### src/ts_pkg.sv
`default_nettype none

package ts_pkg;

    // Number of series terms; one cell in the chain per term (legal range 1 to 10).
    localparam int NUM_TERMS = 10;
    localparam int MAX_TERMS = 10;

    // Field widths of the datapath.
    localparam int ANGLE_W   = 32;
    localparam int RESULT_W  = 32;
    localparam int ABS_W     = 32;
    localparam int X2_W      = 33;
    localparam int MAG_W     = 52;
    localparam int F_W       = 30;
    localparam int ACC_W     = 56;
    localparam int IDX_W     = $clog2(MAX_TERMS + 1);

    // Fixed-point shifts.
    localparam int X2_SHIFT    = 30;
    localparam int MAG0_SHIFT  = 12;
    localparam int RECIP_SHIFT = 32;
    localparam int FRAC_SPLIT  = 26;
    localparam int OUT_SHIFT   = 10;

    // One beat as it travels down the term chain.
    typedef struct packed {
        logic                    neg;
        logic [X2_W-1:0]         x2;
        logic [MAG_W-1:0]        mag;
        logic [F_W-1:0]          f;
        logic signed [ACC_W-1:0] acc;
        logic [IDX_W-1:0]        idx;
    } ts_beat_t;

    // Rounded Q0.32 reciprocals of (2k+2)(2k+3); zero past the last term.
    function automatic logic [F_W-1:0] recip(input logic [IDX_W-1:0] idx);
        logic [F_W-1:0] r;
        case (idx)
            4'd0:    r = F_W'(715827883);
            4'd1:    r = F_W'(214748365);
            4'd2:    r = F_W'(102261126);
            4'd3:    r = F_W'(59652324);
            4'd4:    r = F_W'(39045157);
            4'd5:    r = F_W'(27531842);
            4'd6:    r = F_W'(20452225);
            4'd7:    r = F_W'(15790321);
            4'd8:    r = F_W'(12558384);
            default: r = '0;
        endcase
        return r;
    endfunction

endpackage

`default_nettype wire

### src/ts_prep.sv
`default_nettype none

module ts_prep (
    input  wire logic                     aclk,
    input  wire logic                     aresetn,
    input  wire logic                     in_valid,
    output logic                          in_ready,
    input  wire logic [ts_pkg::ANGLE_W-1:0] in_angle,
    output logic                          out_valid,
    input  wire logic                     out_ready,
    output ts_pkg::ts_beat_t              out_beat
);
    import ts_pkg::*;

    localparam int SQ_W = 2 * ABS_W;
    localparam int FP_W = X2_W + F_W;

    logic              v1_reg, v2_reg, v3_reg;
    logic              rdy1, rdy2, rdy3;
    logic              neg1_reg, neg2_reg;
    logic [ABS_W-1:0]  a1_reg;
    logic [X2_W-1:0]   x2_reg;
    logic [MAG_W-1:0]  mag0_reg;
    ts_beat_t          beat_reg;

    logic [ABS_W-1:0]  a_next;
    logic [SQ_W-1:0]   sq;
    logic [FP_W-1:0]   fprod;

    // A stage takes a new beat when it is empty or its beat moves on.
    assign rdy3     = !v3_reg || out_ready;
    assign rdy2     = !v2_reg || rdy3;
    assign rdy1     = !v1_reg || rdy2;
    assign in_ready = rdy1;

    // Magnitude of the angle; the most negative code maps to 2^31.
    assign a_next = in_angle[ANGLE_W-1] ? ABS_W'(~in_angle + 1'b1) : ABS_W'(in_angle);

    // Square of the magnitude and the first reduction factor.
    assign sq    = SQ_W'(a1_reg) * SQ_W'(a1_reg);
    assign fprod = FP_W'(x2_reg) * FP_W'(recip('0));

    // Valid bits of the three stages.
    always_ff @(posedge aclk) begin
        if (!aresetn) begin
            v1_reg <= 1'b0;
            v2_reg <= 1'b0;
            v3_reg <= 1'b0;
        end else begin
            if (rdy1) begin
                v1_reg <= in_valid;
            end
            if (rdy2) begin
                v2_reg <= v1_reg;
            end
            if (rdy3) begin
                v3_reg <= v2_reg;
            end
        end
    end

    // Payload of the three stages.
    always_ff @(posedge aclk) begin
        if (rdy1 && in_valid) begin
            a1_reg   <= a_next;
            neg1_reg <= in_angle[ANGLE_W-1];
        end
        if (rdy2 && v1_reg) begin
            x2_reg   <= sq[X2_SHIFT+X2_W-1:X2_SHIFT];
            mag0_reg <= MAG_W'(a1_reg) << MAG0_SHIFT;
            neg2_reg <= neg1_reg;
        end
        if (rdy3 && v2_reg) begin
            beat_reg.neg <= neg2_reg;
            beat_reg.x2  <= x2_reg;
            beat_reg.mag <= mag0_reg;
            beat_reg.f   <= fprod[RECIP_SHIFT+F_W-1:RECIP_SHIFT];
            beat_reg.acc <= '0;
            beat_reg.idx <= '0;
        end
    end

    assign out_valid = v3_reg;
    assign out_beat  = beat_reg;

endmodule

`default_nettype wire

### config.mk
export PLATFORM = sky130hd
export DESIGN_NAME = ts_prep
export DESIGN_NICKNAME = d
export VERILOG_FILES = /design/src/ts_pkg.sv /design/src/ts_prep.sv
export SDC_FILE = /design/constraint.sdc
export NUM_CORES = 2
export LEC_CHECK = 0
export ABC_CLOCK_PERIOD_IN_PS = 11800
export BUFFER_PORTS_ARGS = -buffer_cell sky130_fd_sc_hd__buf_2
export CORE_MARGIN = 1.5
export CORE_UTILIZATION = 40
export CTS_CLUSTER_DIAMETER = 60
export DETAILED_ROUTE_END_ITERATION = 7
export PLACE_DENSITY = 0.66
export SKIP_LAST_GASP = 1
export SYNTH_ARGS = -nofsm -noshare
export SYNTH_HDL_FRONTEND = slang
export SYNTH_SLANG_ARGS = --single-unit
### constraint.sdc
create_clock -name aclk -period 11.8 [get_ports aclk]
set_input_delay 0.59 -clock aclk [delete_from_list [all_inputs] [get_ports aclk]]
set_output_delay 0.59 -clock aclk [all_outputs]
set_load 0.02 [all_outputs]
==> impl_metrics.json <==
{
  "cts.sinks": 198,
  "synth_top_family_by_area": "adder cells",
  "hold_viol_final": 0,
  "dpl_cell_area_um2": 54200,
  "postSynthAreaPerCell_um2": 10.3,
  "post-route-util_pct": 42.8,
  "r2r_start": "a1_reg[8]",
  "num_vias": 33254,
  "antenna_found_initial": 3,
  "clk_pin_slew_worst_paths_ps": 90,
  "cts_resized": 0,
  "crit_required_ps": 12060,
  "die_h_um": 363,
  "numPortBuffers": 133,
  "fin_tns_setup_ps": 0,
  "yosysWarnings": 0,
  "max-slew-margin-rel_pct": 22.5,
  "numCtsBuffers": 17,
  "drive_gt1_share_pct": 4.58,
  "via_per_inst": 4.84,
  "cts_tree": "built",
  "ys_seq_area_share_pct": 11.4,
  "hold_path_startpoint": "in_angle[0]",
  "gp_congestion": 0.950,
  "min_period_ps": 9210,
  "synth_edf_count": 195,
  "slew_violations": 0,
  "m1WireLength_um": 56300,
  "finalInstanceArea_um2": 54800,
  "clk_path_buf_depth": 2,
  "cts_hold_buf": 0,
  "cp_max_fo": 22,
  "cts_setup_buffers": 0,
  "core_um2": 128000,
  "cp-start-kind": "register",
  "fmax_mhz": 109,
  "drt_iter0_drc": 2208,
  "yosys.area_share.simple_pct": 7.37,
  "synth.ff_latch_count": 198,
  "drv_cap": 0,
  "synth.distinct_cells": 75,
  "cp.arrival_ps": 9470,
  "largest_register_ff_count": 96,
  "top_layer": "met4",
  "start_util_pct": 40.4,
  "synth_xor_area_share_pct": 2.30,
  "clkLatencyLatePin_ps": 520,
  "dp.final_hpwl_um": 112000,
  "status": "completed",
  "ios": 214,
  "synth_area_leader_cell": "fa_1",
  "rsz0062_at_grt": "false",
  "htreeDepth": 4,
  "worstSetupStartpoint": "a1_reg[8]",
  "synth_top_area_share_pct": 45.2,
  "die_x_um": 363,
  "grt_pass1_wl_um": 208000,
  "fin_crit_sh_pct": 78.1,
  "synthToLayoutAreaGrowth_pct": 5.95,
  "yosys-mux-area-fraction_pct": 0.0798,
  "hold_depth": 1,
  "met2WireLength_um": 64200,
  "finClkSkew_ps": 23.4,
  "worstSetupPathType": "register to register",
  "nNetsFinal": 6977,
  "yosys.area_share.adder_pct": 61.0,
  "setup_viol_count_final": 0,
  "worst-r2r-cell-count": 23,
  "synth_ff_type": "edfxtp_1",
  "finalWorstSetupSlack_ps": 2590,
  "gr-usage-all-layers_pct": 20.9,
  "synth_compound_area_share_pct": 4.17,
  "synth_area_um2": 51700,
  "wire_per_inst_um": 19.4,
  "syn_inst": 5043,
  "crit_path_end_kind": "register",
  "fillCellCount": 12157,
  "fp-row-count": 131,
  "drt_wl_total_um": 133000,
  "min_path_type": "input port to register",
  "dpl_worst_slack_ps": 2820,
  "synthTopCellsByArea": "fa_1, ha_1, inv_1",
  "dr_wl_met3_um": 9000,
  "worst_pin_slew_ps": 1160,
  "cts-root-buf": "clkbuf_16",
  "dieArea_um2": 131000,
  "final_antenna_net_count": 0,
  "multi_input_area_um2": 39100,
  "seq_area_um2": 5920,
  "grt_pass1_vias": 36470,
  "drcViolationCount": 0,
  "overflow": 0,
  "synth-async-reset-ratio_pct": 0,
  "grt_max_degree": 63,
  "dr.pass1.iters": 5
}
routing by layer:
metal	vias up	global-route usage, %
met5	-	0
met4	0	5.94
met3	173	3.61
met2	972	35.0
met1	17141	27.8
li1	14968	-
cells by family after synthesis:
kind of cell	Yosys count
fa+ha+maj	1820
buf+inv	1802
simple gates	753
compound gates	329
flops	198
xor+xnor	136
mux	4
other cells	1
through the flow:
stage	hold slack (ps)	cells
6_report	302	6867
5_1_grt	289	6863
4_1_cts	266	6863
3_5_place_dp	405	6831
3_3_place_gp	403	6831
2_1_floorplan	400	5122
placed cells by master (no fill, tap or decap), types with 17 or more instances in the layout:
master,count
o21ai_0,58
nor3_1,20
nand3_1,26
nand2_1,293
a21o_1,58
xnor2_1,85
xor2_1,51
a21oi_1,101
nor2_1,75
fa_1,1167
inv_1,1608
and2_1,239
buf_2,133
nand4_1,23
buf_4,40
ha_1,653
clkbuf_16,17
edfxtp_1,195
o21bai_1,17
conb_1,80
layout make-up:
class                      instances  area share [%]
multi-input combinational       3122            71.3
inverter                        1609            11.0
antenna                            4          0.0183
sequential                       198            10.8
timing repair buffer             173            1.76
clock buffer                      18           0.783
clock inverter                    14           0.390
tap                             1729            3.95
cell usage after synthesis, types with 3 or more instances:
library cell  number
or4_2              3
a21oi_1          101
a211o_1            3
nor3_1            20
and2_1           239
o41ai_1            6
a21o_1            58
nand4_1           23
nor2_1            75
a21boi_0           4
nor4_1             5
a211oi_1           6
buf_4             80
xor2_1            51
and3_1            14
nand3b_1           4
nand2b_1           6
a31o_2             7
dfxtp_1            3
and4_1             6
or3_1              5
a221oi_1           4
mux2i_1            3
o21bai_1          17
ha_1             653
nand3_1           26
fa_1            1167
edfxtp_1         195
or2_2              5
nand2_1          293
a2111oi_0          3
a221o_1            3
clkbuf_1         109
o211ai_1           6
a31oi_1           11
xnor2_1           85
o31ai_1            7
o21a_1            13
nor2b_1           15
o21ai_0           58
inv_1           1608
final timing paths:
path | to | slack, ps
setup / recovery | x2_reg[30] | 2590
hold / removal | a1_reg[0] | 300
setup reg to reg | x2_reg[30] | 2590
hold reg to reg | out_beat[102] | 420
worst max-delay path: stages (launching register included):
cell      delay, ps
edfxtp_1       1130
inv_1           380
nor2_1          270
fa_1            470
fa_1            510
inv_1            50
fa_1            480
fa_1            500
fa_1            550
inv_1            50
fa_1            530
fa_1            440
fa_1            430
ha_1            400
and4_1          230
and4_1          240
a311oi_1        100
a21boi_1        640
o211ai_1        260
a21boi_1        400
a311oi_1        200
nor3_1          350
a21oi_1         150
xnor2_1         160
Power is not shown: default switching activity piles up to over one toggle a cycle in this logic, so the estimate is an artifact.
