File: src/ts_pkg.sv
`default_nettype none

package ts_pkg;

    // Number of series terms; one cell in the chain per term (legal range 1 to 10).
    localparam int NUM_TERMS = 10;
    localparam int MAX_TERMS = 10;

    // Field widths of the datapath.
    localparam int ANGLE_W   = 32;
    localparam int RESULT_W  = 32;
    localparam int ABS_W     = 32;
    localparam int X2_W      = 33;
    localparam int MAG_W     = 52;
    localparam int F_W       = 30;
    localparam int ACC_W     = 56;
    localparam int IDX_W     = $clog2(MAX_TERMS + 1);

    // Fixed-point shifts.
    localparam int X2_SHIFT    = 30;
    localparam int MAG0_SHIFT  = 12;
    localparam int RECIP_SHIFT = 32;
    localparam int FRAC_SPLIT  = 26;
    localparam int OUT_SHIFT   = 10;

    // One beat as it travels down the term chain.
    typedef struct packed {
        logic                    neg;
        logic [X2_W-1:0]         x2;
        logic [MAG_W-1:0]        mag;
        logic [F_W-1:0]          f;
        logic signed [ACC_W-1:0] acc;
        logic [IDX_W-1:0]        idx;
    } ts_beat_t;

    // Rounded Q0.32 reciprocals of (2k+2)(2k+3); zero past the last term.
    function automatic logic [F_W-1:0] recip(input logic [IDX_W-1:0] idx);
        logic [F_W-1:0] r;
        case (idx)
            4'd0:    r = F_W'(715827883);
            4'd1:    r = F_W'(214748365);
            4'd2:    r = F_W'(102261126);
            4'd3:    r = F_W'(59652324);
            4'd4:    r = F_W'(39045157);
            4'd5:    r = F_W'(27531842);
            4'd6:    r = F_W'(20452225);
            4'd7:    r = F_W'(15790321);
            4'd8:    r = F_W'(12558384);
            default: r = '0;
        endcase
        return r;
    endfunction

endpackage

`default_nettype wire

File: src/ts_out.sv
`default_nettype none

module ts_out (
    input  wire logic                        aclk,
    input  wire logic                        aresetn,
    input  wire logic                        in_valid,
    output logic                             in_ready,
    input  ts_pkg::ts_beat_t                 in_beat,
    output logic                             out_valid,
    input  wire logic                        out_ready,
    output logic [ts_pkg::RESULT_W-1:0]      out_value
);
    import ts_pkg::*;

    localparam int M_W = ACC_W - OUT_SHIFT;

    logic                valid_reg;
    logic [RESULT_W-1:0] value_reg;
    logic [RESULT_W-1:0] value_next;

    logic [ACC_W-1:0]    abs_acc;
    logic [M_W-1:0]      m;
    logic                res_neg;
    logic                too_big;

    assign in_ready = !valid_reg || out_ready;

    // Truncate toward zero, apply the sign of the angle, then saturate.
    assign abs_acc = in_beat.acc[ACC_W-1] ? ACC_W'(-in_beat.acc) : ACC_W'(in_beat.acc);
    assign m       = abs_acc[ACC_W-1:OUT_SHIFT];
    assign res_neg = in_beat.acc[ACC_W-1] ^ in_beat.neg;
    assign too_big = (m[M_W-1:RESULT_W-1] != '0);

    always_comb begin
        if (!res_neg) begin
            value_next = too_big ? {1'b0, {(RESULT_W-1){1'b1}}} : m[RESULT_W-1:0];
        end else begin
            value_next = too_big ? {1'b1, {(RESULT_W-1){1'b0}}} : (~m[RESULT_W-1:0] + 1'b1);
        end
    end

    // Output register.
    always_ff @(posedge aclk) begin
        if (!aresetn) begin
            valid_reg <= 1'b0;
        end else if (in_ready) begin
            valid_reg <= in_valid;
        end
    end

    always_ff @(posedge aclk) begin
        if (in_ready && in_valid) begin
            value_reg <= value_next;
        end
    end

    assign out_valid = valid_reg;
    assign out_value = value_reg;

endmodule

`default_nettype wire

File: config.mk
export PLATFORM = sky130hd
export DESIGN_NAME = ts_out
export DESIGN_NICKNAME = d
export VERILOG_FILES = /design/src/ts_pkg.sv /design/src/ts_out.sv
export SDC_FILE = /design/constraint.sdc
export NUM_CORES = 1
export LEC_CHECK = 0
export BUFFER_PORTS_ARGS = -buffer_cell sky130_fd_sc_hd__buf_2
export CORE_UTILIZATION = 40
export DETAILED_ROUTE_END_ITERATION = 16
export PLACE_DENSITY_LB_ADDON = 0.05
export SLEW_MARGIN = 15
export SYNTH_ARGS = -nofsm -noshare
export SYNTH_HDL_FRONTEND = slang
export SYNTH_SLANG_ARGS = --single-unit
File: constraint.sdc
create_clock -name aclk -period 4.6 [get_ports aclk]
set_input_delay 0.92 -clock aclk [delete_from_list [all_inputs] [get_ports aclk]]
set_output_delay 0.92 -clock aclk [all_outputs]
set_load 0.03 [all_outputs]
==> results.rst <==
.. list-table::
   :header-rows: 1

   * - Metric
     - Value
   * - Run status
     - finished, final reports clean
   * - Average cell area after synthesis
     - 8.05 sq um
   * - Fin Clk Skew
     - 0.0126 ns
   * - Register area
     - 981 sq um
   * - Count of endpoints failing hold in the final timing report
     - 0
   * - H-tree Lvls
     - 2
   * - Dpl hpwl
     - 8.72 mm
   * - Total wirelength of the detailed-routed design
     - 11.3 mm
   * - Sequential share of the synthesized area
     - 27.1%
   * - Number of flops mapped to enable cells by yosys
     - 32
   * - CP startpoint kind
     - input port
   * - Final standard cell utilization of the core
     - 50.2%
   * - Pwr Density
     - 214 nW/um^2
   * - Post-CTS Hold Fix Bufs
     - 0
   * - Slew HR
     - 56.5%
   * - Clock transition time at the flip-flop clock pins of the worst setup and hold paths
     - 0.07 ns
   * - Die extent in x
     - 97.2 um
   * - Vias
     - 4,019
   * - Peak clock frequency supported by timing
     - 0.237 GHz
   * - Setup TNS
     - 0 ns
   * - CP required
     - 4.60 ns
   * - Antenna fix cells
     - 0
   * - Pre-antenna DRT Iters
     - 4
   * - Count of input and output buffers
     - 94
   * - Flop2flop setup slack
     - 3.05 ns
   * - Worst-Skew Late Latency
     - 0.29 ns
   * - Most common flop cell mapped by yosys
     - sky130_fd_sc_hd__edfxtp_1
   * - Number of distinct library cells after synthesis
     - 70
   * - Final Setup Violations
     - 0
   * - Root cell of the clock tree
     - sky130_fd_sc_hd__clkbuf_8
   * - Nets@finish
     - 727
   * - Unrepaired setup endpoints after global routing
     - no
   * - Boundary pin count
     - 214
   * - Die area
     - 9450 sq um
   * - Worst min path class
     - reg2reg
   * - Post-CTS setup repair buffer count
     - 0
   * - Effective utilization at floorplan
     - 41.4%
   * - DRC violation count after routing
     - 0
   * - Number of inserted filler cells in the final layout
     - 882
   * - Crit path kind
     - in2reg
   * - Crit-path max FO
     - 43
   * - Worst Setup End Kind
     - register
   * - Clock tree buffer depth
     - 2
   * - Number of antenna violations at the first check in global routing
     - 0
   * - Tcrit/Tclk final
     - 91.7%
   * - Number of nets still failing antenna checks after routing
     - 0
   * - Min cycle time layout
     - 4.22 ns
   * - Total of max-cap violations
     - 0
   * - Slew Viols, Final
     - 0
   * - Area growth syn-to-layout
     - 21.4%
   * - VDD IR max
     - 85.4 uV
   * - Global-route usage over all layers
     - 23.7%
   * - Total clock buffers created by CTS
     - 5
   * - Depth of the most critical reg-to-reg path
     - 3
   * - Actual slew at the worst max-slew pin
     - 0.652 ns
   * - Synthesis Warnings
     - 0
   * - Wire length of the first global-routing pass
     - 18.2 mm
   * - Die Ht
     - 97.2 um
   * - Pin count of the biggest net entering global routing
     - 46
   * - Async set or reset register ratio after synthesis
     - 0%
   * - Total leakage power
     - 1.61 nW
   * - Number of gates resized after cts
     - 0
   * - Arr. time, crit path
     - 4.22 ns
   * - Gate count of the mapped netlist
     - 450
   * - Syn_nets
     - 631
   * - Reg-to-reg critical path endpoint
     - out_value[30]
   * - Setup crit start
     - in_beat[13]
   * - DR WL/cell
     - 17.3 um
   * - Post-synthesis sequential element count
     - 33
   * - CTS tree
     - yes
   * - Post-synthesis instance area
     - 3620 sq um
   * - Floorplan row count
     - 34
   * - R2R Path Start
     - out_valid
   * - Core ar.
     - 8760 sq um
   * - Via density per instance
     - 6.14
   * - Violation count after the first detailed-routing iteration
     - 232
   * - Total grt overflow
     - 0
   * - Multi-input logic area
     - 2530 sq um
   * - Number of global-route vias before repair
     - 3,598
   * - Routability-driven placement congestion ratio
     - 0.981
   * - Fraction of final layout cells sized beyond drive strength 1
     - 27.4%
   * - CTS sink cnt
     - 33
   * - End point of the critical path
     - out_value[7]
   * - Final Hold Slack
     - 0.533 ns
==> worst min path at each step <==
stage | from | to | cells past startpoint
floorplan | out_valid | out_valid | 2
global placement | out_valid | out_valid | 2
detailed placement | out_valid | out_valid | 2
CTS | out_valid | out_valid | 2
global route | out_valid | out_valid | 2
finish | out_valid | out_valid | 2
==> flip-flops by register name, summed over array words and instances, names as in the netlist <==
register and cells:
out_valid 1, out_value 32
==> synthesized netlist by cell type, drive strengths merged (6+ instances only) <==
master | count | area share, %
o21ai | 53 | 7.3
nor2 | 36 | 3.7
edfxtp | 32 | 27
nor3 | 32 | 5.0
nand2 | 27 | 2.8
clkbuf | 24 | 2.5
xnor2 | 21 | 5.1
a21oi | 17 | 2.3
nand3 | 15 | 2.1
nand4 | 14 | 2.6
nor4 | 14 | 3.8
xor2 | 14 | 3.4
or3 | 12 | 2.2
mux2i | 11 | 3.0
o41ai | 11 | 2.7
o31ai | 10 | 2.1
and3 | 9 | 1.6
or4 | 8 | 1.7
or2 | 7 | 1.2
nand2b | 6 | 1.2
==> where the power goes <==
group / switching, mW / internal (mW)
Sequential: 0.00543 / 0.363
Combinational: 0.230 / 0.117
Clock: 0.119 / 0.105
Total: 0.354 / 0.585
==> metal layers <==
layer  GRT usage, %  vias to the layer above  part of all wire [%]
met4           5.63                        0                  0.91
met2           36.9                      168                    45
met5              0                        -                     0
li1               -                     1956                     -
met1           35.0                     1887                    48
met3           2.52                        8                   6.2
==> cells by family (layout without fill, tap and decap cells) <==
logic type / Yosys count / count (layout) / share of synthesized area [%]
AO/OA/AOI/OAI: 139 / 139 / 25.3
XOR/XNOR: 35 / 35 / 8.46
flip-flops: 33 / 33 / 27.1
adder cells (fa/ha/maj): 1 / 1 / 0.345
multiplexers: 14 / 14 / 3.97
AND/OR/NAND/NOR: 195 / 195 / 31.4
buffers and inverters: 33 / 130 / 3.49
==> stage by stage <==
step	instance area, sq um	std cells	total power [mW]	worst slack (ns)
detailed placement	4320	647	0.718	0.100
finish	4400	655	0.939	0.381
CTS	4400	655	0.937	0.392
global placement	4320	647	0.711	0.154
global route	4400	655	0.986	0.191
floorplan	3620	450	0.594	0.367
==> critical path, stage by stage <==
cell	delay, ns
sky130_fd_sc_hd__buf_2	0.12
sky130_fd_sc_hd__nor4_4	0.33
sky130_fd_sc_hd__nand4_1	0.20
sky130_fd_sc_hd__buf_12	0.20
sky130_fd_sc_hd__or3_4	0.44
sky130_fd_sc_hd__nand2b_4	0.17
sky130_fd_sc_hd__a211o_1	0.27
sky130_fd_sc_hd__a2111oi_2	0.41
sky130_fd_sc_hd__or4b_1	0.51
sky130_fd_sc_hd__buf_4	0.27
sky130_fd_sc_hd__o21ai_0	0.19
sky130_fd_sc_hd__o21ai_0	0.16
==> final cells by class <==
| type | count | share of cell area, % |
|---|---|---|
| clock buffer | 6 | 1.65 |
| clock inverter | 2 | 0.228 |
| inverter | 5 | 0.427 |
| multi-input combinational | 384 | 57.4 |
| sequential | 33 | 22.3 |
| tap | 108 | 3.07 |
| timing repair buffer | 117 | 14.9 |
==> layout by cell type (no fill, tap or decap), drive strengths merged, types with 12 or more instances in the layout <==
cell / n
edfxtp: 32
or3: 12
nand3: 15
xnor2: 21
a21oi: 17
nor4: 14
buf: 117
nor2: 36
xor2: 14
o21ai: 53
nand4: 14
nor3: 32
nand2: 27
No activity file was read; power rests on OpenSTA's default activity.
